**config.mk**
```make
export PLATFORM = sky130hd
export DESIGN_NAME = microwire_eeprom_word_reader_unit
export DESIGN_NICKNAME = d
export VERILOG_FILES = /design/src/rtl/mwr_pkg.sv /design/src/rtl/mwr_cfg_regs.sv /design/src/rtl/mwr_seq.sv /design/src/rtl/microwire_eeprom_word_reader_unit.sv
export SDC_FILE = /design/constraint.sdc
export NUM_CORES = 1
export LEC_CHECK = 0
export BUFFER_PORTS_ARGS = -buffer_cell sky130_fd_sc_hd__buf_4
export CORE_UTILIZATION = 45
export CTS_CLUSTER_SIZE = 14
export DETAILED_ROUTE_END_ITERATION = 6
export HOLD_SLACK_MARGIN = 0.12
export PLACE_DENSITY = 0.64
export SYNTH_ARGS = -nofsm -noshare
export SYNTH_HDL_FRONTEND = slang
export SYNTH_SLANG_ARGS = --single-unit
```
**constraint.sdc**
```tcl
create_clock -name aclk -period 3 [get_ports aclk]
set_input_delay 0.6 -clock aclk [delete_from_list [all_inputs] [get_ports aclk]]
set_output_delay 0.6 -clock aclk [all_outputs]
set_load 0.05 [all_outputs]
```
**src/rtl/mwr_pkg.sv**
```systemverilog
// Shared types and constants for the microwire EEPROM word reader.
// No dependencies; imported by every module of the block.
package mwr_pkg;

    localparam int CMD_BITS_DEF  = 11;
    localparam int DATA_BITS_DEF = 16;

    localparam int CMD_WORD_W  = 11;
    localparam int HALF_W      = 20;
    localparam int SHIFT_W     = 5;
    localparam int SIZE_W      = 32;
    localparam int CFG_IDX_W   = 2;
    localparam int CFG_DATA_W  = 20;

    localparam logic [CMD_WORD_W-1:0] CMD_WORD_RST = 11'd1553;
    localparam logic [HALF_W-1:0]     HALF_RST     = 20'd100000;
    localparam logic [SHIFT_W-1:0]    SHIFT_RST    = 5'd12;

    // Register indexes on the configuration port
    localparam logic [CFG_IDX_W-1:0] CFG_COMMAND_WORD = 2'd0;
    localparam logic [CFG_IDX_W-1:0] CFG_HALF_PERIOD  = 2'd1;
    localparam logic [CFG_IDX_W-1:0] CFG_SIZE_SHIFT   = 2'd2;

    typedef struct packed {
        logic [CMD_WORD_W-1:0] command_word;
        logic [HALF_W-1:0]     half_period_ticks;
        logic [SHIFT_W-1:0]    size_shift;
    } mwr_cfg_t;

    typedef struct packed {
        logic              chip_select;
        logic              serial_clock;
        logic              serial_out;
        logic              preset_pin;
        logic              busy_res;
        logic              done_res;
        logic [SIZE_W-1:0] size_value;
        logic              present;
    } mwr_result_t;

endpackage

```
**src/rtl/mwr_cfg_regs.sv**
```systemverilog
// Configuration register file for the microwire EEPROM word reader.
// Depends on mwr_pkg for register indexes, widths and reset values.
module mwr_cfg_regs
    import mwr_pkg::*;
(
    input  logic                  aclk,
    input  logic                  aresetn,
    input  logic                  cfg_wr_en,
    input  logic [CFG_IDX_W-1:0]  cfg_index,
    input  logic [CFG_DATA_W-1:0] cfg_wr_data,
    output mwr_cfg_t              cfg
);

    mwr_cfg_t cfg_reg;

    always_ff @(posedge aclk) begin
        if (!aresetn) begin
            cfg_reg.command_word      <= CMD_WORD_RST;
            cfg_reg.half_period_ticks <= HALF_RST;
            cfg_reg.size_shift        <= SHIFT_RST;
        end else if (cfg_wr_en) begin
            unique case (cfg_index)
                CFG_COMMAND_WORD: cfg_reg.command_word <= cfg_wr_data[CMD_WORD_W-1:0];
                CFG_HALF_PERIOD:  cfg_reg.half_period_ticks <= cfg_wr_data[HALF_W-1:0];
                CFG_SIZE_SHIFT:   cfg_reg.size_shift <= cfg_wr_data[SHIFT_W-1:0];
                default: ; // drop writes to unmapped indexes
            endcase
        end
    end

    assign cfg = cfg_reg;

endmodule

```
**src/rtl/mwr_seq.sv**
```systemverilog
// Pin sequencer of the microwire EEPROM word reader: holds the sequence state
// and works out one tick per step. Depends on mwr_pkg.
module mwr_seq
    import mwr_pkg::*;
#(
    parameter int CMD_BITS  = CMD_BITS_DEF,
    parameter int DATA_BITS = DATA_BITS_DEF
)(
    input  logic        aclk,
    input  logic        aresetn,
    input  logic        step,
    input  logic        req_type,
    input  logic        serial_in,
    input  mwr_cfg_t    cfg,
    output mwr_result_t result
);

    localparam int MAX_BITS = (CMD_BITS > DATA_BITS) ? CMD_BITS : DATA_BITS;
    localparam int BIT_W    = $clog2(MAX_BITS + 1);

    typedef enum logic [2:0] {
        PH_IDLE, PH_WAIT, PH_CMD_LOW, PH_CMD_HIGH, PH_RD_ENTRY, PH_RD_LOW, PH_RD_HIGH
    } phase_t;

    phase_t                phase_reg,  phase_next;
    logic [BIT_W-1:0]      bit_reg,    bit_next;
    logic [HALF_W-1:0]     delay_reg,  delay_next;
    logic [CMD_BITS-1:0]   cmd_reg,    cmd_next;
    logic [DATA_BITS-1:0]  data_reg,   data_next;
    logic                  cs_reg,     cs_next;
    logic                  clk_reg,    clk_next;
    logic                  do_reg,     do_next;
    logic                  pre_reg,    pre_next;
    logic [SIZE_W-1:0]     size_reg,   size_next;
    logic                  done;

    logic [HALF_W-1:0]     hold_len;
    logic [HALF_W-1:0]     delay_dec;
    logic [BIT_W-1:0]      bit_inc;
    logic [DATA_BITS-1:0]  data_in;

    assign hold_len  = (cfg.half_period_ticks == '0) ? HALF_W'(1) : cfg.half_period_ticks;
    assign delay_dec = (delay_reg != '0) ? delay_reg - HALF_W'(1) : '0;
    assign bit_inc   = bit_reg + BIT_W'(1);
    assign data_in   = DATA_BITS'({data_reg, serial_in});

    always_comb begin
        phase_next = phase_reg;
        bit_next   = bit_reg;
        delay_next = delay_reg;
        cmd_next   = cmd_reg;
        data_next  = data_reg;
        cs_next    = cs_reg;
        clk_next   = clk_reg;
        do_next    = do_reg;
        pre_next   = pre_reg;
        size_next  = size_reg;
        done       = 1'b0;

        unique case (phase_reg)
            PH_IDLE: begin
                if (req_type) begin
                    pre_next   = 1'b0;
                    do_next    = 1'b0;
                    clk_next   = 1'b0;
                    delay_next = hold_len;
                    data_next  = '0;
                    phase_next = PH_WAIT;
                end
            end
            PH_WAIT: begin
                delay_next = delay_dec;
                if (delay_dec == '0) begin
                    cs_next    = 1'b1;
                    clk_next   = 1'b1;
                    cmd_next   = CMD_BITS'(cfg.command_word);
                    bit_next   = '0;
                    phase_next = PH_CMD_LOW;
                end
            end
            PH_CMD_LOW: begin
                do_next    = cmd_reg[CMD_BITS-1];
                clk_next   = 1'b0;
                phase_next = PH_CMD_HIGH;
            end
            PH_CMD_HIGH: begin
                clk_next   = 1'b1;
                cmd_next   = cmd_reg << 1;
                bit_next   = bit_inc;
                phase_next = (bit_inc >= BIT_W'(CMD_BITS)) ? PH_RD_ENTRY : PH_CMD_LOW;
            end
            PH_RD_ENTRY: begin
                do_next    = 1'b0;
                clk_next   = 1'b0;
                delay_next = hold_len;
                bit_next   = '0;
                data_next  = '0;
                phase_next = PH_RD_LOW;
            end
            PH_RD_LOW: begin
                delay_next = delay_dec;
                if (delay_dec == '0) begin
                    clk_next   = 1'b1;
                    delay_next = hold_len;
                    phase_next = PH_RD_HIGH;
                end
            end
            PH_RD_HIGH: begin
                delay_next = delay_dec;
                if (delay_dec == '0) begin
                    // sample at the end of the high half
                    data_next = data_in;
                    bit_next  = bit_inc;
                    if (bit_inc >= BIT_W'(DATA_BITS)) begin
                        cs_next    = 1'b0;
                        do_next    = 1'b0;
                        pre_next   = 1'b1;
                        clk_next   = 1'b1;
                        size_next  = SIZE_W'(data_in) << cfg.size_shift;
                        done       = 1'b1;
                        phase_next = PH_IDLE;
                    end else begin
                        clk_next   = 1'b0;
                        delay_next = hold_len;
                        phase_next = PH_RD_LOW;
                    end
                end
            end
            default: phase_next = PH_IDLE;
        endcase
    end

    always_ff @(posedge aclk) begin
        if (!aresetn) begin
            phase_reg <= PH_IDLE;
            bit_reg   <= '0;
            delay_reg <= '0;
            cmd_reg   <= '0;
            data_reg  <= '0;
            cs_reg    <= 1'b0;
            clk_reg   <= 1'b0;
            do_reg    <= 1'b0;
            pre_reg   <= 1'b0;
            size_reg  <= '0;
        end else if (step) begin
            phase_reg <= phase_next;
            bit_reg   <= bit_next;
            delay_reg <= delay_next;
            cmd_reg   <= cmd_next;
            data_reg  <= data_next;
            cs_reg    <= cs_next;
            clk_reg   <= clk_next;
            do_reg    <= do_next;
            pre_reg   <= pre_next;
            size_reg  <= size_next;
        end
    end

    always_comb begin
        result.chip_select  = cs_next;
        result.serial_clock = clk_next;
        result.serial_out   = do_next;
        result.preset_pin   = pre_next;
        result.busy_res     = (phase_next != PH_IDLE);
        result.done_res     = done;
        result.size_value   = size_next;
        result.present      = (size_next != '0);
    end

endmodule

```
**src/rtl/microwire_eeprom_word_reader_unit.sv**
```systemverilog
// Top level of the microwire EEPROM word reader.
// Depends on mwr_pkg, mwr_cfg_regs and mwr_seq.
//
// Each input beat is one time-base tick; every accepted beat yields exactly
// one result beat carrying the pin levels after that tick, the busy and done
// flags, and the last read word shifted left by size_shift. A beat with
// req_type set starts a read when the sequencer is idle and is otherwise
// treated as a plain tick. The block takes one beat per clock cycle unless m_ready
// holds the output back: a beat lands in the input register, the sequencer works
// out the tick in one pass and the result is registered in the output register,
// where it is held until taken. Only m_ready low stalls the flow. The input
// register refills while the output register still holds an untaken result,
// either when the input register is empty or, when it still holds a beat, as long
// as the output side frees up in the same cycle. Configuration is a plain
// write port (no read-back) and should only be written while no beat is in
// flight.
module microwire_eeprom_word_reader_unit
    import mwr_pkg::*;
#(
    parameter int CMD_BITS  = CMD_BITS_DEF,
    parameter int DATA_BITS = DATA_BITS_DEF
)(
    input  logic                  aclk,
    input  logic                  aresetn,
    // configuration write port
    input  logic                  cfg_wr_en,
    input  logic [CFG_IDX_W-1:0]  cfg_index,
    input  logic [CFG_DATA_W-1:0] cfg_wr_data,
    // input ticks
    input  logic                  s_valid,
    output logic                  s_ready,
    input  logic                  s_req_type,
    input  logic                  s_serial_in,
    // results
    output logic                  m_valid,
    input  logic                  m_ready,
    output logic                  m_chip_select,
    output logic                  m_serial_clock,
    output logic                  m_serial_out,
    output logic                  m_preset_pin,
    output logic                  m_busy_res,
    output logic                  m_done_res,
    output logic [SIZE_W-1:0]     m_size_value,
    output logic                  m_present
);

    mwr_cfg_t    cfg;
    mwr_result_t step_result;
    mwr_result_t res_reg;

    logic in_valid_reg;
    logic req_reg;
    logic sin_reg;
    logic out_valid_reg;
    logic out_free;
    logic advance;

    // The output register can take a new result when empty or being drained.
    assign out_free = !out_valid_reg || m_ready;
    // Run the sequencer on the buffered tick whenever its result has a home.
    assign advance  = in_valid_reg && out_free;
    assign s_ready  = !in_valid_reg || out_free;

    mwr_cfg_regs u_cfg (
        .aclk        (aclk),
        .aresetn     (aresetn),
        .cfg_wr_en   (cfg_wr_en),
        .cfg_index   (cfg_index),
        .cfg_wr_data (cfg_wr_data),
        .cfg         (cfg)
    );

    mwr_seq #(
        .CMD_BITS  (CMD_BITS),
        .DATA_BITS (DATA_BITS)
    ) u_seq (
        .aclk      (aclk),
        .aresetn   (aresetn),
        .step      (advance),
        .req_type  (req_reg),
        .serial_in (sin_reg),
        .cfg       (cfg),
        .result    (step_result)
    );

    // Input register: hold the tick until the sequencer consumes it.
    always_ff @(posedge aclk) begin
        if (!aresetn) begin
            in_valid_reg <= 1'b0;
        end else if (s_ready) begin
            in_valid_reg <= s_valid;
        end
    end

    always_ff @(posedge aclk) begin
        if (s_valid && s_ready) begin
            req_reg <= s_req_type;
            sin_reg <= s_serial_in;
        end
    end

    // Output register: load on advance, drop the valid once the beat is taken.
    always_ff @(posedge aclk) begin
        if (!aresetn) begin
            out_valid_reg <= 1'b0;
        end else if (out_free) begin
            out_valid_reg <= advance;
        end
    end

    always_ff @(posedge aclk) begin
        if (advance) begin
            res_reg <= step_result;
        end
    end

    assign m_valid        = out_valid_reg;
    assign m_chip_select  = res_reg.chip_select;
    assign m_serial_clock = res_reg.serial_clock;
    assign m_serial_out   = res_reg.serial_out;
    assign m_preset_pin   = res_reg.preset_pin;
    assign m_busy_res     = res_reg.busy_res;
    assign m_done_res     = res_reg.done_res;
    assign m_size_value   = res_reg.size_value;
    assign m_present      = res_reg.present;

endmodule
```
* After elaboration in Yosys (flattened, before gate mapping)
Cells that the tools add are included.
** Storage, ports and cells
- Flip-flop bits (word level) :: 169
- Output and inout port bits :: 41
- Logic and storage cells :: 110
** Cells by class
- Add/subtract/negate cells :: 2
- Magnitude comparators :: 2
- Eq/ne operators :: 11
- Shift operators :: 1
- Mux-type cells :: 42
- Reductions and logical operators :: 27
** Operators with widths (count)
- $mux W20 :: 6
- $pmux W20 S5 :: 1
- $mux W32 :: 3
- $pmux W15 S3 :: 1
- $logic_not A20 Y1 :: 2
- $reduce_bool A32 Y1 :: 1
- $shl A16 B5 Y32 :: 1
- $mux W15 :: 2
- $pmux W11 S2 :: 1
- $pmux W3 S7 :: 1
- $pmux W5 S4 :: 1
- $reduce_bool A20 Y1 :: 1
- $sub A20 B1 Y20 const B :: 1
- $mux W3 :: 6
- $mux W1 :: 13
- $mux W11 :: 1
- $mux W5 :: 2
- $eq A3 B3 Y1 const B :: 3
- $reduce_and A2 Y1 :: 4
- $reduce_and A4 Y1 :: 2
- $eq A3 B2 Y1 const B :: 2
- $reduce_and A3 Y1 :: 2
- $reduce_bool A3 Y1 :: 2
- $add A5 B1 Y5 const B :: 1
- 19 further kinds :: 25

* Longest topological paths before layout
Gate-level depths: netlist of the first run.
- Depth in word-level cells :: 6
- Depth in mapped cells :: 12
- Depth with buffers taken out :: 9

* By module
A second synthesis of the first run with hierarchy kept.
** Second synthesis, totals
- Cell total of the unflattened synthesis :: 1050
- Area, all modules :: 9203.8 um^2
** Modules (own cells, without submodules)
- mwr_seq :: instances 1, cells an instance 849, area each 6403.6 um^2
- mwr_cfg_regs :: instances 1, cells an instance 151, area each 1465.2 um^2
- microwire_eeprom_word_reader_unit :: instances 1, cells an instance 50, area each 1335.0 um^2

* Worst setup path after synthesis of the first run
No wires, ideal clock.
- Path kind :: reg-to-reg
- Start :: reg out_valid_reg, in the netlist m_valid
- End :: reg u_seq.size_reg[20]
- Setup time :: 89 ps
- Arrival time :: 2882 ps
- Data required time :: 2911 ps
- Path slack :: 29 ps
- Cell stages (with the launch flop) :: 8
- Clock period less this slack :: 2971 ps
- Cells stage by stage :: dfxtp_1 > nor2b_1 > nand2b_1 > clkbuf_1 > clkinv_1 > clkbuf_1 > nand2_1 > o31ai_1
** Between the ends
- Longest elaborated chain between the ends :: 3
** RTL lines
- from (decl) :: line microwire_eeprom_word_reader_unit.sv:54 : logic out_valid_reg;
- from (signal assigned) :: line microwire_eeprom_word_reader_unit.sv:107 : out_valid_reg <= advance;
- $logic_not A1 Y1 :: line microwire_eeprom_word_reader_unit.sv:59 : assign out_free = !out_valid_reg || m_ready;
- $logic_or A1 B1 Y1 :: line microwire_eeprom_word_reader_unit.sv:59
- $logic_and A1 B1 Y1 :: line microwire_eeprom_word_reader_unit.sv:61 : assign advance = in_valid_reg && out_free;
- net advance :: line microwire_eeprom_word_reader_unit.sv:56 : logic advance;
- to (signal assigned) :: line mwr_seq.sv:155 : size_reg <= size_next;
- to (decl) :: line mwr_seq.sv:34 : logic [SIZE_W-1:0] size_reg, size_next;
The timed path passes the listed nets, and every way through them passes these cells.
A chain may end at the register's enable or synchronous reset.

==> results by stage, run 1 <==
Pwr:
- The internal power is 3.80 mW.
- IR analysis of the VDD net gives a maximum drop of 0.419 mV.
- The power per unit of standard cell area is a little over 500 nW/um^2.
- The clock network accounts for between 40% and 50% of the total power.
- Sequential cells burn 44.9% of the power.
- The net load switching power is 1.64 mW.
- The static leakage power is 4.04 nW.
- The share of total power dissipated in combinational logic is 14.1%.
- The switching share of power is 30.1%.

Timing:
- Setup violations remaining at the end of the flow were counted as 0.
- The post-route clock skew is 8.11 ps.
- The total count of max-transition violations in the final report came to 0.
- The worst path meets setup with 157 ps of slack.
- Of the available clock period, the critical path in the final layout requires 94.8%.
- Summed over all failing endpoints, the final setup total negative slack is 0 ps.
- Setup repair after global routing left no endpoint under its margin.
- The shortest period the worst path allows is around 2800 ps.
- Derived from the worst setup path, the maximum achievable clock frequency is 0.352 GHz.
- The transition time at the pin with the least slew margin is 833 ps.
- The final count of hold timing violations is 0.
- In this run the tightest slew margin relative to its limit is approximately 44%.

Routing:
- Wires add up to 25300 um.
- The DRC violation count after routing is 0.
- The initial DRC count is 730.
- The detailed-route wire length per cell is 17.9 um.
- The number of iterations in the first detailed-routing pass is 6.
- Detailed routing inserted a total of 8379 vias.
- The count of nets left with antenna violations once routing finished came out at 0.
- In the routed layout, each cell is associated on average with a via count of 5.93.

Synthesis:
- The unique cell type count in the Yosys netlist is 80.
- Counting flops with an async set or reset pin after synthesis yields a share of 0%.
- The adder and majority cell fraction of the synthesized area is 0.413%.
- The proportion of synthesized chip area in sequential cells is 41.8%.
- The share of synthesized cell area in and, or, nand and nor gates is 26.7%.
- Summing the areas of all compound-gate instances in the mapped netlist gives between 10% and 20% of the synthesized area.
- In this run, synthesis produced a sequential element count of 169.
- The multiplexer area fraction after synthesis is about a tenth.
- After synthesis, the mean cell area works out to 8.49 sq um.
- For this run, the number of Yosys warnings is 0.
- After synthesis, the largest family of logic cells by area is simple AND/OR/NAND/NOR gates.
- The cell count after synthesis came out at 1070.
- The post-synthesis net count is between 1000 and 1500.
- In this run, synthesis inferred 41 flip-flops with an integrated enable.
- Summing every instance area after synthesis gives 9080 sq um.
- Summing the areas of all xor and xnor instances in the mapped netlist gives 0.675% of the synthesized area.
- The prevailing post-synth register cell is dfxtp_1.

Worst setup path:
- Traced cell by cell, the critical path runs through inv_1 > ha_2 > or3b_4 > or3_1 > and4_4 > o211a_4 > o211ai_1 > buf_4 > buf_12 > o21ai_0.
- Data on the critical path arrives at its endpoint at 3000 ps.
- The largest individual stage delay along the critical path comes from the cell or3b_4.
- In this run the worst path has a maximum fanout of 27.
- The worst setup path is captured at a flip-flop.
- For the worst setup path, the data required time is 3160 ps.
- The origin of the critical flop-to-flop path is u_seq.delay_reg[0].
- Counting both buffers and inverters, the worst setup path holds a total of 3.
- The family with the most delay on the worst path is simple AND/OR/NAND/NOR gates.
- The critical path launch point is u_seq.delay_reg[0].
- The longest individual stage delay on the worst path is 430 ps.
- STA classifies the critical path startpoint as a flip-flop.
- The critical path class is reg2reg.

Clock network:
- The clock reaches the later pin of the worst-skew pair after 440 ps.
- Clock-pin slew was measured on the worst setup and hold paths at 70 ps.
- The clock root buffer is clkbuf_16.
- TritonCTS built the clock tree.
- In this run, CTS created clock tree buffers numbering 17.
- The number of clock sinks is ~170.
- The H-tree was split into 4 levels.
- The clock passes through at most 2 buffers.
- The number of buffers added to fix hold violations after cts is 0.

Final layout:
- The antenna diode count is 0.
- The final instance area is 10700 sq um.
- The final cell count without fillers is 1414.
- At the end of the flow, the number of nets in the layout was between 1000 and 1500.
- Relative to the synthesized area, the layout overhead comes to 18.3%.
- Of the cells placed in the final design, the portion with a size suffix greater than 1 is 18.3%.
- The number of flip-flops under the largest register name is 36.

Die:
- The floorplan core area is 19600 sq um.
- For this configuration, the core starts out at a cell density of 46.3%.
- Measured along the y axis, the die boundary spans 144 um.
- The number of top-level design ports is 70.
- The die covers 20800 sq um.
- The die extent in x is 144 um.
- The count of standard-cell rows is 51.

Min path:
- The hold path startpoint is s_req_type.
- The class of the worst hold path is in2reg.

Global route:
- The total overflow left after global routing is 0.
- The number of global-route vias before repair is slightly below 8000.
- The number of antenna violations at the first check in global routing is 0.
- The pin count of the biggest net entering global routing is slightly above 50.
- Global routing used 25.4% of the available tracks across all layers.
- The first-pass GRT wire length is 40600 um.

Placed design:
- Detailed placement finished with a half-perimeter wire length of 17900 um.
- The worst-case setup slack after placement is between 30 and 40 ps.
- Summing all placed instances gives a cell area of 10100 sq um.
- Counting tap cells, the placed design contains a total of 1382 instances.
- The congestion estimate from routability-driven global placement came to about 0.9.
- Buffers placed on the I/O ports in this run total 69.

Flow run:
- The max-capacitance violation count is 0.

Run status:
- The flow ran to the end, and the final reports show no timing, DRC or antenna violations.
[layer usage]
| metal | global-route usage (%) | part of all wire [%] |
|---|---|---|
| met5 | 0 | 0 |
| met4 | 10.6 | 2.7 |
| met3 | 3.94 | 5.1 |
| met2 | 42.6 | 49 |
| met1 | 32.3 | 43 |
[layout by cell type (no fill, tap or decap), types with 13 or more instances in the layout]
| master | instances |
|---|---|
| mux2i_1 | 34 |
| edfxtp_1 | 41 |
| nand3_1 | 58 |
| nor4_1 | 20 |
| clkbuf_16 | 17 |
| a21oi_1 | 65 |
| or3_1 | 14 |
| dfxtp_1 | 127 |
| nor3_1 | 21 |
| buf_4 | 116 |
| nand2b_1 | 23 |
| nor2_1 | 97 |
| nand2_1 | 193 |
| a31oi_1 | 16 |
| inv_1 | 13 |
| mux4_2 | 18 |
| o21ai_0 | 53 |
| a211oi_1 | 14 |
[cells by family after synthesis]
group	after synthesis
buffers and inverters	92
DFF	169
muxes	64
adders and majority gates	3
AOI/OAI and AO/OA	231
and+or+nand+nor	504
xor gates and xnor gates	7
[what timing repair did]
action / CTS / global route
gates resized for setup: 1 / 6
setup buffers: 0 / 0
pin swaps: 0 / 2
endpoints found under the setup margin: 1 / 84
[worst register-to-register path, stage by stage, from the launching register on]
cell and delay [ps]:
dfxtp_1 350, inv_1 110, ha_2 200, or3b_4 430, or3_1 340, and4_4 200
o211a_4 170, o211ai_1 210, buf_4 210, buf_12 170, o21ai_0 180
[final timing paths]
kind | to | slack (ps) | cells past startpoint
setup reg to reg | m_size_value[23] | 160 | 10
hold / removal | req_reg | 340 | 1
hold reg to reg | u_cfg.cfg[5] | 460 | 2
setup / recovery | m_size_value[23] | 160 | 10
[through the flow]
stage	power, mW	hold slack (ps)	utilization (%)
detailed placement	3.24	449	51.6
floorplan	2.98	433	-
global placement	3.24	444	51.6
finish	5.44	339	54.8
CTS	5.47	321	54.7
global route	5.64	322	54.8
[synthesized netlist by cell type, types with 10 or more instances]
cell type    n  area [sq um]
a211oi_1    14           105
a21oi_1     66           330
a311oi_1    11          96.3
a31oi_1     16           100
and2_1      12          75.1
and3_1      10          62.6
buf_2       14          70.1
clkbuf_1    52           195
dfxtp_1    128          2560
edfxtp_1    41          1230
inv_1       14          52.6
mux2_2      12           135
mux2i_1     34           340
mux4_2      18           405
nand2_1    193           724
nand2b_1    23           144
nand3_1     58           290
nor2_1      97           364
nor2b_1     11          68.8
nor3_1      21           105
nor4_1      20           125
o21ai_0     53           265
or3_1       14          87.6
[power by group through the flow]
| stage | logic [mW] | registers [mW] | clock network, mW |
|---|---|---|---|
| final | 0.767 | 2.44 | 2.23 |
| after global placement | 0.744 | 2.49 | 0 |
| after detailed placement | 0.747 | 2.49 | 0 |
| after CTS | 0.754 | 2.44 | 2.28 |
| after global routing | 0.832 | 2.45 | 2.35 |
| after floorplan | 0.435 | 2.54 | 0 |
[cell type report]
type | instances | area [sq um]
clock inverters | 15 | 175
repair buffers | 122 | 991
inverters | 17 | 63.8
flip-flops and latches | 169 | 3790
multi-input cells | 809 | 4960
well taps | 265 | 332
clock buffers | 17 | 425
fillers | 1836 | 8850
Power figures use the tool's default switching activity.
==> run 2, diff against run 1 <==
RECOVER_POWER = 50   (was not set)
==> run 2 against run 1 <==
- the run now ends with max-capacitance violations, max-slew violations left
- routed wire length about the same
- worst setup slack about the same
- fmax about the same
- worst hold slack improved by 21 ps
- first-iteration DRC count increased by 11%
- clock skew about the same
- sequential power about the same
- via count decreased by 0.73%
- critical path type unchanged
- largest cell class unchanged
- highest routed layer unchanged
==> results by stage, run 2 (synthesized netlist as in run 1, its figures left out) <==
Clock network:
- The clock transition at the register clock pins on the worst setup and hold paths after CTS came to 70 ps (about the same).
- The maximum buffer depth of the clock tree is 2 (unchanged).
- The clock root buffer is clkbuf_16 (unchanged).
- The clock tree from TritonCTS is done (unchanged).
- The number of buffers inserted during clock tree synthesis is 17 (unchanged).
- The latest clock arrival within the worst-skew pair is 440 ps (about the same).
- The number of buffers added to fix hold violations after cts is 0 (unchanged).
- The depth of the CTS H-tree is 4 (unchanged).
- The number of clock sinks was 169 (unchanged).

Pwr:
- The power per unit of standard cell area came to 513 nW/um^2 (was 506 nW/um^2).
- The static leakage power came to 3.87 nW (was 4.04 nW).
- The largest vdd supply drop is 0.419 mV (about the same).
- The sum of internal, switching and leakage power is 5.42 mW (was 5.44 mW).

Final layout:
- The number of flip-flops under the largest register name is 36 (unchanged).
- The net count of the finished layout is 1168 (unchanged).
- The final instance area came to 10600 sq um (was 10700 sq um).
- The leading cell type in the layout, fill and taps excluded is nand2_1 (unchanged).
- The area added between synthesis and finish is 16.3% (was 18.3%).
- Top library cells by usage in the layout, fill and taps aside: nand2_1, dfxtp_1, nor2_1, buf_4, a21oi_1 (was nand2_1, dfxtp_1, buf_4, nor2_1, a21oi_1).
- The final cell count without fillers is 1414 (unchanged).
- The count of fill cells added during filler insertion is 1900 (was 1836).
- The share of final-layout standard cells stronger than drive strength 1 is 14.3% (was 18.3%).
- The antenna diode count was 0 (unchanged).

Timing:
- The final count of hold timing violations was 0 (unchanged).
- The total count of max-transition violations in the final report is 35 (was 0).
- The transition time at the pin with the least slew margin was 1560 ps (was 833 ps).
- The part of the cycle the worst path needs is 94.8% (about the same).
- The upper clock frequency limit is 0.352 GHz (about the same).
- The worst hold slack after final layout is 360 ps (was 339 ps).
- The post-route clock skew is 8.38 ps (was 8.11 ps).
- Unrepaired setup endpoints after global routing: no (unchanged).
- The aggregate negative setup slack was 0 ps (unchanged).
- The max-slew headroom at the worst pin was -4.01% (was 44.4%).
- The shortest period the worst path allows is 2840 ps (about the same).
- The count of endpoints failing setup in the final report is 0 (unchanged).

Routing:
- The via count is 8318 (was 8379).
- The total length of routed wires is 25300 um (about the same).
- The initial DRC count came to 810 (was 730).
- The DRC violation count after routing is 0 (unchanged).
- The residual antenna-violating net count after detailed routing is 0 (unchanged).
- The routed via count divided by cell count is 5.88 (was 5.93).
- The number of iterations in the first detailed-routing pass is 5 (was 6).
- The detailed-route wire length per cell is 17.9 um (about the same).

Placed design:
- The number of I/O port buffers is 69 (unchanged).
- The final HPWL from detailed placement is 17900 um (unchanged).
- The final weighted congestion of routability-driven global placement was 0.917 (unchanged).
- The post-placement cell count is 1382 (unchanged).
- The area after detailed placement is 10100 sq um (unchanged).

Worst setup path:
- The largest fanout on the critical path came to 29 (was 27).
- The arrival time at the worst endpoint is 3210 ps (was 3000 ps).
- The reg2reg setup slack is 160 ps (about the same).
- The endpoint class of the critical path is a flip-flop (unchanged).
- The critical path class is reg2reg (unchanged).
- The worst path required time is 3360 ps (was 3160 ps).
- The critical path launch point type is a flip-flop (unchanged).

Global route:
- The first-pass GRT wire length came to 40600 um (unchanged).
- The number of global-route vias before repair was 7820 (unchanged).
- The global-route congestion overflow total came to 0 (unchanged).
- The pin count of the biggest net entering global routing was 51 (unchanged).
- The total global-route track usage was 25.4% (unchanged).
- The number of antenna violations at the first check in global routing is 0 (unchanged).

Die:
- The die extent in x was 144 um (unchanged).
- The area of the die is 20800 sq um (unchanged).
- The overall die height was 144 um (unchanged).
- The floorplan core area is 19600 sq um (unchanged).
- The number of top-level design ports was 70 (unchanged).
- The initial standard-cell utilization of the core came to 46.3% (unchanged).
- The count of standard-cell rows came to 51 (unchanged).

Min path:
- The class of the worst hold path is in2reg (unchanged).

Run status:
- Run status: finished with violations (was finished clean).
- The checks that failed: max-capacitance violations, max-slew violations.

Flow run:
- The max-capacitance violation count is 1 (was 0).
[run 2: final cells by class]
class / instances / area [sq um] / share of cell area [%]
Clock inverter: 15 / 175 / 1.66
Tap cell: 265 / 332 / 3.14
Timing Repair Buffer: 122 / 810 / 7.66
Multi-Input combinational cell: 809 / 4960 / 47.0
Clock buffer: 17 / 425 / 4.03
Inverter: 17 / 63.8 / 0.604
Sequential cell: 169 / 3790 / 35.9
[run 2: what timing repair did]
| item | 4_1_cts | 5_1_grt |
|---|---|---|
| gates resized for setup | 1 | 6 |
| pin swaps | 0 | 2 |
| buffers inserted | 0 | 0 |
| setup endpoints to repair | 1 | 84 |
| cloned | 0 | 0 |
| hold endpoints to repair | 0 | 0 |
[run 2: path summary, 6_finish.rpt]
check / from / endpoint / cells after the start
max: u_seq.delay_reg[0] / u_seq.delay_reg[17] / 10
min: s_req_type / req_reg / 1
max reg2reg: u_seq.delay_reg[0] / u_seq.delay_reg[17] / 10
min reg2reg: u_cfg.cfg[5] / u_cfg.cfg[5] / 2
[run 2: report_power, final]
part	total (mW)	switching, mW	internal, mW
registers	2.44	0.0543	2.39
logic	0.747	0.480	0.267
clock network	2.23	1.10	1.13
[run 2: metal layers]
| layer | track usage, % | routed length, um | share of wire (%) | vias to the layer above |
|---|---|---|---|---|
| li1 | - | - | - | 4018 |
| met1 | 32.3 | 10900 | 43 | 3971 |
| met2 | 42.6 | 12500 | 49 | 276 |
| met3 | 3.94 | 1280 | 5.1 | 53 |
| met4 | 10.6 | 632 | 2.5 | 0 |
| met5 | 0 | 0 | 0 | - |
[run 2: metrics by stage]
| stage | utilization [%] | setup WS (ps) |
|---|---|---|
| floorplan | - | 28.9 |
| global placement | 51.6 | 77.4 |
| detailed placement | 51.6 | 30.1 |
| CTS | 54.7 | 14.2 |
| global route | 53.9 | 14.7 |
| finish | 53.9 | 157 |
[run 2: critical path: stages, from the launching register on]
cell,delay [ps]
dfxtp_1,350
inv_1,110
ha_2,200
or3b_4,430
or3_1,340
and4_4,200
o211a_4,170
o21a_1,220
buf_12,170
or4_1,500
o221ai_1,80
==> run 3, diff against run 2 <==
--- a/config.mk
+++ b/config.mk
@@ -15,3 +15,4 @@
 export SYNTH_ARGS = -nofsm -noshare
 export SYNTH_HDL_FRONTEND = slang
+export SYNTH_HIERARCHICAL = 1
 export SYNTH_SLANG_ARGS = --single-unit
==> constraint.sdc (replaced) <==
create_clock -name aclk -period 3 [get_ports aclk]
set_input_delay 0.15 -clock aclk [delete_from_list [all_inputs] [get_ports aclk]]
set_output_delay 0.15 -clock aclk [all_outputs]
set_load 0.05 [all_outputs]
==> run 3 against run 2 <==
- the flow finishes with violations (max-capacitance violations, max-slew violations, negative setup slack)
- critical path depth down 1
- synthesized cell count is 1.9% lower
- sequential share of layout area fell by 6.0 points
- worst setup slack worse by 300 ps
- total power rose by 11%
- global-route usage about the same
- via count grew 5.7%
- clock power is 2% higher
- first-iteration DRC count decreased by 5.3%
- register-to-register slack lost 300 ps
- synthesized area increased by 1.4%
- sequential power is essentially flat
- largest cell class unchanged
==> results by stage, run 3 <==
Run status:
- Run status: finished with violations (unchanged).
- Failing checks: max-capacitance violations, max-slew violations, negative setup slack (was max-capacitance violations, max-slew violations).

Global route:
- The number of antenna violations at the first check in global routing is 0 (unchanged).
- The pin count of the biggest net entering global routing is 46 (was 51).
- The first-pass GRT wire length is 43100 um (was 40600 um).
- The number of global-route vias before repair was 8176 (was 7820).
- The total global-route track usage is 25.3% (was 25.4%).
- The global-route congestion overflow total is 0 (unchanged).

Worst setup path:
- Ordered cell list for the critical path: or4_4 > buf_4 > o32a_1 > o32a_1 > a2111o_1 > o21ai_4 > nand3_4 > buf_12 > mux2_4 (was inv_1 > ha_2 > or3b_4 > or3_1 > and4_4 > o211a_4 > o21a_1 > buf_12 > or4_1 > o221ai_1).
- The critical-path cell with the highest stage delay is or4_4 (was or4_1).
- The most common cell type on the critical path is o32a_1.
- The number of buffer and inverter stages on the critical path is 2 (unchanged).
- The critical path class is reg2reg (unchanged).
- The worst path required time came to 3170 ps (was 3360 ps).
- The critical path launch point type is a flip-flop (unchanged).
- The family with the most delay on the worst path is compound AO/OA/AOI/OAI gates (was simple AND/OR/NAND/NOR gates).
- The arrival time at the worst endpoint is 3310 ps (was 3210 ps).
- The endpoint class of the critical path is a flip-flop (unchanged).
- The longest individual stage delay on the worst path is 560 ps (was 500 ps).
- The largest fanout on the critical path came to 7 (was 29).

Die:
- The number of top-level design ports was 70 (unchanged).
- The floorplan core area is 19800 sq um (was 19600 sq um).
- The area of the die is 21000 sq um (was 20800 sq um).
- The die extent in x is 145 um (was 144 um).
- The overall die height is 145 um (was 144 um).
- The initial standard-cell utilization of the core is 46.5% (was 46.3%).
- The count of standard-cell rows came to 51 (unchanged).

Synthesis:
- The multiplexer area fraction after synthesis is 12.2% (was 9.70%).
- The complex-gate fraction of the synthesized area is 16.7% (was 16.6%).
- The share of synthesized cell area in and, or, nand and nor gates was 22.6% (was 26.7%).
- The async set or reset register ratio after synthesis is 0% (unchanged).
- Commonest cells post-synth: nand2_1, dfxtp_1, nor2_1, mux2i_1, o21ai_0 (was nand2_1, dfxtp_1, nor2_1, a21oi_1, nand3_1).
- The largest family of logic cells by synthesized area is simple AND/OR/NAND/NOR gates (unchanged).
- The post-synthesis net count is 1085 (was 1102).
- The netlist area before placement is 9200 sq um (was 9080 sq um).
- The post-synthesis average cell area is 8.77 sq um (was 8.49 sq um).
- The top-area cell type share of the netlist area is 27.8% (was 28.2%).
- The most used standard cell by instance count after synthesis is nand2_1 (unchanged).
- The prevailing post-synth register cell is dfxtp_1 (unchanged).
- The number of enable-type register cells in the synthesized netlist is 41 (unchanged).
- The proportion of synthesized chip area in sequential cells is 41.2% (was 41.8%).
- Cell types occupying the most area after synthesis: dfxtp_1, edfxtp_1, mux2i_1, nand2_1, nor2_1 (was dfxtp_1, edfxtp_1, nand2_1, mux4_2, nor2_1).
- The post-synthesis cell type with the largest combined area is dfxtp_1 (unchanged).
- The unique cell type count in the Yosys netlist is 73 (was 80).
- The cell count after synthesis was 1050 (was 1070).
- The adder and majority cell fraction of the synthesized area is 0.816% (was 0.413%).
- The xor-xnor portion of the synthesized cell area came to 1.33% (was 0.675%).
- The warning count from the yosys run is 6 (was 0).
- The register bit count reported by yosys is 169 (unchanged).

Routing:
- The DRC violation count after routing is 0 (unchanged).
- The via count is 8792 (was 8318).
- The total length of routed wires is 27900 um (was 25300 um).
- The met3 wirelength from detailed routing is 1400 um (was 1280 um).
- The total met2 wirelength after detailed routing is 13100 um (was 12500 um).
- The residual antenna-violating net count after detailed routing came to 0 (unchanged).
- The highest routing layer actually used is met4 (unchanged).
- The initial DRC count is 767 (was 810).
- The number of iterations in the first detailed-routing pass is 5 (unchanged).
- The wire length on met1 came to 12700 um (was 10900 um).
- The detailed-route wire length per cell is 18.2 um (was 17.9 um).
- The routed via count divided by cell count was 5.74 (was 5.88).

Placed design:
- The number of I/O port buffers is 69 (unchanged).
- The final HPWL from detailed placement is 18300 um (was 17900 um).
- The post-placement cell count was 1442 (was 1382).
- The final weighted congestion of routability-driven global placement came to 0.917 (about the same).

Final layout:
- The area taken by flip-flops and latches is 3800 sq um (was 3790 sq um).
- The share of final-layout standard cells stronger than drive strength 1 is 30.4% (was 14.3%).
- The leading cell type in the layout, fill and taps excluded is buf_4 (was nand2_1).
- The antenna diode count is 0 (unchanged).
- The final cell count without fillers was 1533 (was 1414).
- Top library cells by usage in the layout, fill and taps aside: buf_4, nand2_1, dfxtp_1, nor2_1, mux2i_1 (was nand2_1, dfxtp_1, nor2_1, buf_4, a21oi_1).
- The area used by multi-input combinational logic was 5560 sq um (was 4960 sq um).
- The count of fill cells added during filler insertion is 1614 (was 1900).
- The area added between synthesis and finish is 37.8% (was 16.3%).
- The number of flip-flops under the largest register name came to 36 (unchanged).
- The net count of the finished layout is 1290 (was 1168).

Pwr:
- The proportion of power drawn by flip-flops and latches is 40.7% (was 45.0%).
- The switching share of power is 28.9% (was 30.2%).
- The net load switching power is 1.74 mW (was 1.64 mW).
- The largest vdd supply drop is 0.426 mV (was 0.419 mV).
- The share of total power in combinational logic is 21.5% (was 13.8%).
- The part of the power in the clock network is 37.7% (was 41.2%).
- The internal power is 4.29 mW (was 3.78 mW).
- The static leakage power was 4.79 nW (was 3.87 nW).
- The power per unit of standard cell area came to 475 nW/um^2 (was 513 nW/um^2).

Timing:
- The upper clock frequency limit is 0.319 GHz (was 0.352 GHz).
- The transition time at the pin with the least slew margin is 1630 ps (was 1560 ps).
- The worst hold slack after final layout is 131 ps (was 360 ps).
- The max-slew headroom at the worst pin is -8.42% (was -4.01%).
- The total count of max-transition violations in the final report is 40 (was 35).
- The shortest period the worst path allows came to 3140 ps (was 2840 ps).
- The count of endpoints failing setup in the final report is 90 (was 0).
- Unrepaired setup endpoints after global routing: yes (was no).
- The setup slack after layout is -139 ps (was 157 ps).
- The part of the cycle the worst path needs is 105% (was 94.8%).
- The post-route clock skew is 11.2 ps (was 8.38 ps).
- The final count of hold timing violations came to 0 (unchanged).

Clock network:
- The maximum buffer depth of the clock tree is 2 (unchanged).
- The clock tree from TritonCTS is done (unchanged).
- The clock root buffer is clkbuf_16 (unchanged).
- The latest clock arrival within the worst-skew pair was 430 ps (was 440 ps).
- The number of clock sinks is 169 (unchanged).
- The clock transition at the register clock pins on the worst setup and hold paths after CTS is 70 ps (about the same).
- The number of buffers inserted during clock tree synthesis is 17 (unchanged).
- The depth of the CTS H-tree came to 4 (unchanged).

Min path:
- The class of the worst hold path is in2reg (unchanged).

Flow run:
- The max-capacitance violation count is 1 (unchanged).
-- run 3: changes by cell type in the layout (fill, tap and decap cells not counted), moves of 22 or more --
cell,before,now
nand3_1,58,11
mux2i_1,34,63
dlygate4sd3_1,0,27
o21ai_0,53,31
buf_4,71,156
nand2_1,193,141
-- run 3: path summary, 6_finish.rpt --
kind	start	endpoint	slack (ps)	cells past startpoint
min	cfg_index[0]	u_cfg/cfg[10]	130	3
max reg2reg	u_seq/delay_reg[1]	m_size_value[0]	-140	9
min reg2reg	u_cfg/cfg[26]	u_cfg/cfg[26]	470	2
max	u_seq/delay_reg[1]	m_size_value[0]	-140	9
-- run 3: power by group through the flow --
| stage | combinational (mW) | sequential (mW) | clock, mW |
|---|---|---|---|
| floorplan | 0.567 | 2.58 | 0 |
| global placement | 1.07 | 2.50 | 0 |
| detailed placement | 1.07 | 2.50 | 0 |
| CTS | 1.22 | 2.45 | 2.30 |
| global route | 1.37 | 2.46 | 2.40 |
| finish | 1.30 | 2.45 | 2.27 |
-- run 3: stage by stage --
stage	area (sq um)	power, mW	setup TNS (ps)	setup slack [ps]	utilization, %
after CTS	12200	5.97	-1310	-85.7	61.7
after global placement	10900	3.57	-1070	-80.4	55.2
after global routing	12700	6.23	-13340	-219	64.1
final	12700	6.02	-5890	-139	64.1
after floorplan	9290	3.15	-516	-197	-
after detailed placement	10900	3.58	-3650	-119	55.2
-- run 3: kinds of logic after synthesis --
| kind of cell | Yosys count |
|---|---|
| flip-flops | 169 |
| AO/OA/AOI/OAI | 233 |
| XOR/XNOR | 14 |
| AND/OR/NAND/NOR | 424 |
| multiplexers | 94 |
| adder cells (fa/ha/maj) | 6 |
| buffers and inverters | 110 |
-- run 3: area by class of cell --
class / instances / area share, %
sequential: 169 / 30.0
clock buffer: 18 / 3.46
multi-input combinational: 771 / 43.8
inverter: 30 / 0.907
tap: 265 / 2.61
timing repair buffer: 266 / 17.9
clock inverter: 14 / 1.33
-- run 3: worst reg2reg max path: cells and delay by family, from the launching register on --
kind,cells,cell delay (ps)
muxes,1,300
and+or+nand+nor,2,720
DFF,1,360
buffers and inverters,2,370
AOI/OAI and AO/OA,4,1130
-- run 3: what timing repair did --
action / CTS / global route
hold buffers: 27 / 0
pin swaps: 14 / 47
endpoints found under the setup margin: 83 / 118
hold endpoints to repair: 39 / 0
buffers inserted: 12 / 11
gates cloned: 5 / 9
resized for setup: 56 / 125
-- run 3: layer usage --
| layer | vias to the layer above | GRT usage, % |
|---|---|---|
| li1 | 4243 | - |
| met3 | 49 | 2.96 |
| met5 | - | 0 |
| met2 | 301 | 41.0 |
| met1 | 4199 | 35.2 |
| met4 | 0 | 7.87 |
